==> src/rtl/core/rmst_pkg.sv <==
// Shared types and constants for the range minimum segment tree.
// Used by the channel interfaces, the node memory, the min unit and the top level.
// No dependencies.
`timescale 1ns / 1ps

package rmst_pkg;

    // Field widths of the transaction payloads.
    localparam int VALUE_W = 63;
    localparam int INDEX_W = 10;
    localparam int COUNT_W = 11;

    // Signed node value as stored in the tree.
    typedef logic signed [VALUE_W-1:0] value_t;

    // Largest value, held by every node after reset and returned for empty ranges.
    localparam value_t VALUE_MAX = 63'sh3FFF_FFFF_FFFF_FFFF;

    // Reset value of the leaves-in-use register.
    localparam logic [COUNT_W-1:0] LEAVES_RESET = 11'd1024;

    // Request modes.
    localparam logic MODE_UPDATE = 1'b0;
    localparam logic MODE_QUERY  = 1'b1;

endpackage

==> src/rtl/core/rmst_min_unit.sv <==
// Shared signed minimum unit used for every merge in updates and queries.
// Depends on rmst_pkg for the node value type.
`timescale 1ns / 1ps

module rmst_min_unit (
    input  rmst_pkg::value_t a,
    input  rmst_pkg::value_t b,
    output rmst_pkg::value_t y
);

    // Signed compare and select.
    assign y = (a < b) ? a : b;

endmodule

==> config.mk <==
export PLATFORM = sky130hd
export DESIGN_NAME = rmst_min_unit
export DESIGN_NICKNAME = d
export VERILOG_FILES = /design/src/rtl/core/rmst_pkg.sv /design/src/rtl/core/rmst_min_unit.sv
export SDC_FILE = /design/constraint.sdc
export NUM_CORES = 1
export LEC_CHECK = 0
export ABC_AREA = 1
export ABC_CLOCK_PERIOD_IN_PS = 2600
export BUFFER_PORTS_ARGS = -buffer_cell sky130_fd_sc_hd__buf_2
export CAP_MARGIN = 20
export CORE_MARGIN = 8
export CORE_UTILIZATION = 45
export DETAILED_ROUTE_END_ITERATION = 6
export GPL_ROUTABILITY_DRIVEN = 0
export PLACE_DENSITY = 0.81
export RECOVER_POWER = 100
export SETUP_SLACK_MARGIN = 0.15
export SLEW_MARGIN = 20
export SYNTH_ARGS = -nofsm -noshare
export SYNTH_HDL_FRONTEND = slang
export SYNTH_SLANG_ARGS = --single-unit
export TNS_END_PERCENT = 20
==> constraint.sdc <==
create_clock -name vclk -period 2.6
set_input_delay 0.39 -clock vclk [all_inputs]
set_output_delay 0.39 -clock vclk [all_outputs]
set_load 0.005 [all_outputs]
Word level (Yosys, flattened, before mapping)
Index checks and enable logic that the tools add are counted.
Widths: inputs -> output; s select.
{ "op_classes": {"addsub": 0, "mul": 0, "div_mod_pow": 0, "magnitude_cmp": 1, "n_eq_ne": 0, "shift": 0, "mux": 1, "bitwise": 0, "n_reduce_logical": 0} }
{ "ops": {"columns": ["cell", "n"], "rows": [
  ["$lt 63x63->1", 1],
  ["$mux 63", 1]
]} }
{ "totals": {"register_bits": 0, "latchBits": 0, "ram_bits": 0, "rom_bits": 0, "in_bits": 126, "output_inout_bits": 63, "elab_cells": 2, "n_memories": 0} }

Longest topological paths before layout
{ "depth": {"ltp_word": 2, "depth_mapped": 18, "depth_no_buf": 17} }

Least setup slack after synthesis
Ideal clock, no wire load.
{ "synth_path": {"path_kind": "input port to output port", "start": "input b[62]", "end": "output y[10]", "arrival_ns": 1.867, "t_required_ns": 2.210, "setup_slack_ns": 0.343, "cell_stages": 13, "n_path_buf": 2, "path_cell_list": "inv_1 -> ha_1 -> buf_6 -> a21oi_1 -> o21ai_1 -> nor2_1 -> nand2_1 -> nor2_4 -> nand2_4 -> nand2_4 -> buf_6 -> nand3_1 -> nand2_1"} }
{ "synth_between": {"elab_chain_len": 2} }
{ "synth_lines": {"columns": ["item", "line_no", "rtl"], "rows": [
  ["start: declaration", "rmst_min_unit.sv:7", "input rmst_pkg::value_t b,"],
  ["$lt 63x63->1", "rmst_min_unit.sv:12", "assign y = (a < b) ? a : b;"],
  ["$mux 63", "rmst_min_unit.sv:12", null],
  ["end: declaration", "rmst_min_unit.sv:8", "output rmst_pkg::value_t y"]
]} }
Every way passes these cells.

Worst setup path after layout
{ "layout_path": {"start": "input b[57]", "end": "output y[22]"} }
Same word-level chain as after synthesis.

==> run summary <==
N_diodes: 0
Fin. Hold Viols: 0
WS Path Type: in2out
Sequential share of the synthesized area: 0%
Worst Tran Pin Value: 253 ps
HP Class: in2out
Critical path data required time: 2210 ps
RSZ-0062 raised after global routing: true
Total number of yosys warnings: 0
Slowest CP cell: ha_1
Post-route ant nets: 0
Initial Utilization: 45.5%
Core Rows: 29
Max-slew headroom at the worst pin: 83.1%
P_leak: 2.89 nW
Final-layout clock buffer total: 0
Synthesized area per cell: 5.67 sq um
Final Setup Violations: 63
Via Count: 4153
Largest net degree at the start of global routing: 34
# placed instances: 755
Leading cell type in the layout, fill and taps excluded: buf_2
PwrDens: 260 nW/um^2
Post-DP Area: 3900 sq um
Register Area: 0 sq um
# DRC: 1
Worst path cell trace: buf_6 > inv_1 > ha_1 > nand2_1 > inv_2 > nand3_2 > nor2_4 > nand2_4 > nor2_2 > nand2_1 > nand2_2 > nor2_4 > nand3_4 > clkbuf_16 > clkbuf_16 > nand3_1 > nand2_1 > buf_2
Die area: 9110 sq um
Outcome: finished, violations left
Max Cap Viol: 0
First-pass iteration count of the detailed router: 7
Post-synth design cell area: 2840 sq um
Core area: 6240 sq um
Failing checks: DRC, setup timing
First-pass GRT wire length: 17.2 mm
Detailed Route Iter0 Violations: 191
Die height: 95.5 um
Global route overflow: 0
Top-level I/O count: 189
Post-Synthesis Cells: 501
DIE WIDTH: 95.5 um
Vias in the first global route: 4048
Fin crit share: 103%
Critical Path AT: 2300 ps
Most frequent cells in the layout: buf_2, nand2_1, nand3_1
Final cell count without fillers: 766
CP Capture Type: output pin
Setup TNS after final layout: -2870 ps
Final worst setup slack: -89.5 ps
Drt total wl: 12.7 mm
Total power: 1.30 mW
Min Tclk post-route: 2690 ps
Initial antenna violation count: 0
Layout cells sized above 1: 50.1%
Post-synth cell types: 23
Max incr delay on CP: 300 ps
Most frequent CP cell: nand2_1
Detailed Place HPWL: 8.53 mm
Seq_cells: 0
Area delta synth->final: 76.3%
Design area: 5010 sq um
Tot GR Track Use: 22.2%
Syn_nets: 689
Vias per cell: 5.42
Max-slew violation count: 0
Crit-path max FO: 7
Layout Nets: 879
Startpoint types: input pin
Port buffer count: 189
Worst VDD drop: 0.000198 V
Max Clock Freq: 372 MHz
WL per Instance: 16.6 um
-- synthesized netlist by cell type --
| cell | count | area share (%) |
|---|---|---|
| a21o_1 | 2 | 0.53 |
| a21oi_1 | 24 | 4.2 |
| buf_2 | 12 | 2.1 |
| buf_4 | 6 | 1.6 |
| buf_6 | 7 | 2.8 |
| ha_1 | 62 | 27 |
| inv_1 | 83 | 11 |
| nand2_1 | 135 | 18 |
| nand2_2 | 2 | 0.44 |
| nand2_4 | 3 | 1.2 |
| nand3_1 | 129 | 23 |
| nand3_4 | 2 | 1.2 |
| nand4_1 | 5 | 1.1 |
| nand4_4 | 1 | 0.75 |
| nor2_1 | 16 | 2.1 |
| nor2_2 | 1 | 0.22 |
| nor2_4 | 1 | 0.40 |
| nor2b_1 | 1 | 0.22 |
| nor3_2 | 1 | 0.35 |
| nor3b_2 | 1 | 0.44 |
| o21a_1 | 3 | 0.79 |
| o21ai_0 | 3 | 0.53 |
| o21ai_1 | 1 | 0.18 |
-- through the flow --
| step | utilization [%] | hold slack, ps | setup WS, ps |
|---|---|---|---|
| CTS | 67.8 | 1080 | 11.6 |
| global placement | 62.4 | 1080 | -6.15 |
| global route | 80.3 | 1100 | -188 |
| finish | 80.3 | 1080 | -89.5 |
| detailed placement | 62.4 | 1090 | -61.4 |
| floorplan | - | 889 | 343 |
-- worst paths after layout --
| path | startpoint | endpoint | cells past startpoint |
|---|---|---|---|
| setup / recovery | b[57] | y[22] | 18 |
| hold / removal | b[11] | y[11] | 4 |
-- where the power goes --
part | internal, mW | leakage [nW] | switching, mW
clock | 0 | 0 | 0
sequential | 0 | 0 | 0
combinational | 0.630 | 2.89 | 0.671
total | 0.630 | 2.89 | 0.671
-- critical path: cells and delay by family --
| family | cells | cell delay [ps] |
|---|---|---|
| buffers and inverters | 6 | 630 |
| adders and majority gates | 1 | 300 |
| and+or+nand+nor | 11 | 950 |
-- what timing repair did --
action / 4_1_cts / 5_1_grt
endpoints found under the hold margin: 0 / 0
cloned: 1 / 8
resized for setup: 50 / 106
setup endpoints to repair: 63 / 63
hold buffers: 0 / 0
pin swaps: 5 / 62
setup buffers: 1 / 1
-- per-layer routing --
layer / global-route usage, % / vias up / part of all wire [%]
met5: 0 / - / 0
met4: 3.07 / 0 / 2.3
met3: 2.44 / 30 / 7.0
met2: 43.8 / 218 / 53
met1: 25.0 / 1876 / 38
li1: - / 2029 / -
-- layout make-up --
cell class                 instances  area (sq um)
timing repair buffer             213          1490
multi-input combinational        393          3110
inverter                          83           319
fill                             434          1230
tap                               77          96.3
-- kinds of logic after synthesis --
| family | synth area share, % |
|---|---|
| AOI/OAI and AO/OA | 6.25 |
| adders and majority gates | 27.3 |
| buffers and inverters | 17.4 |
| and+or+nand+nor | 49.0 |
No activity file was read; power rests on OpenSTA's default activity.
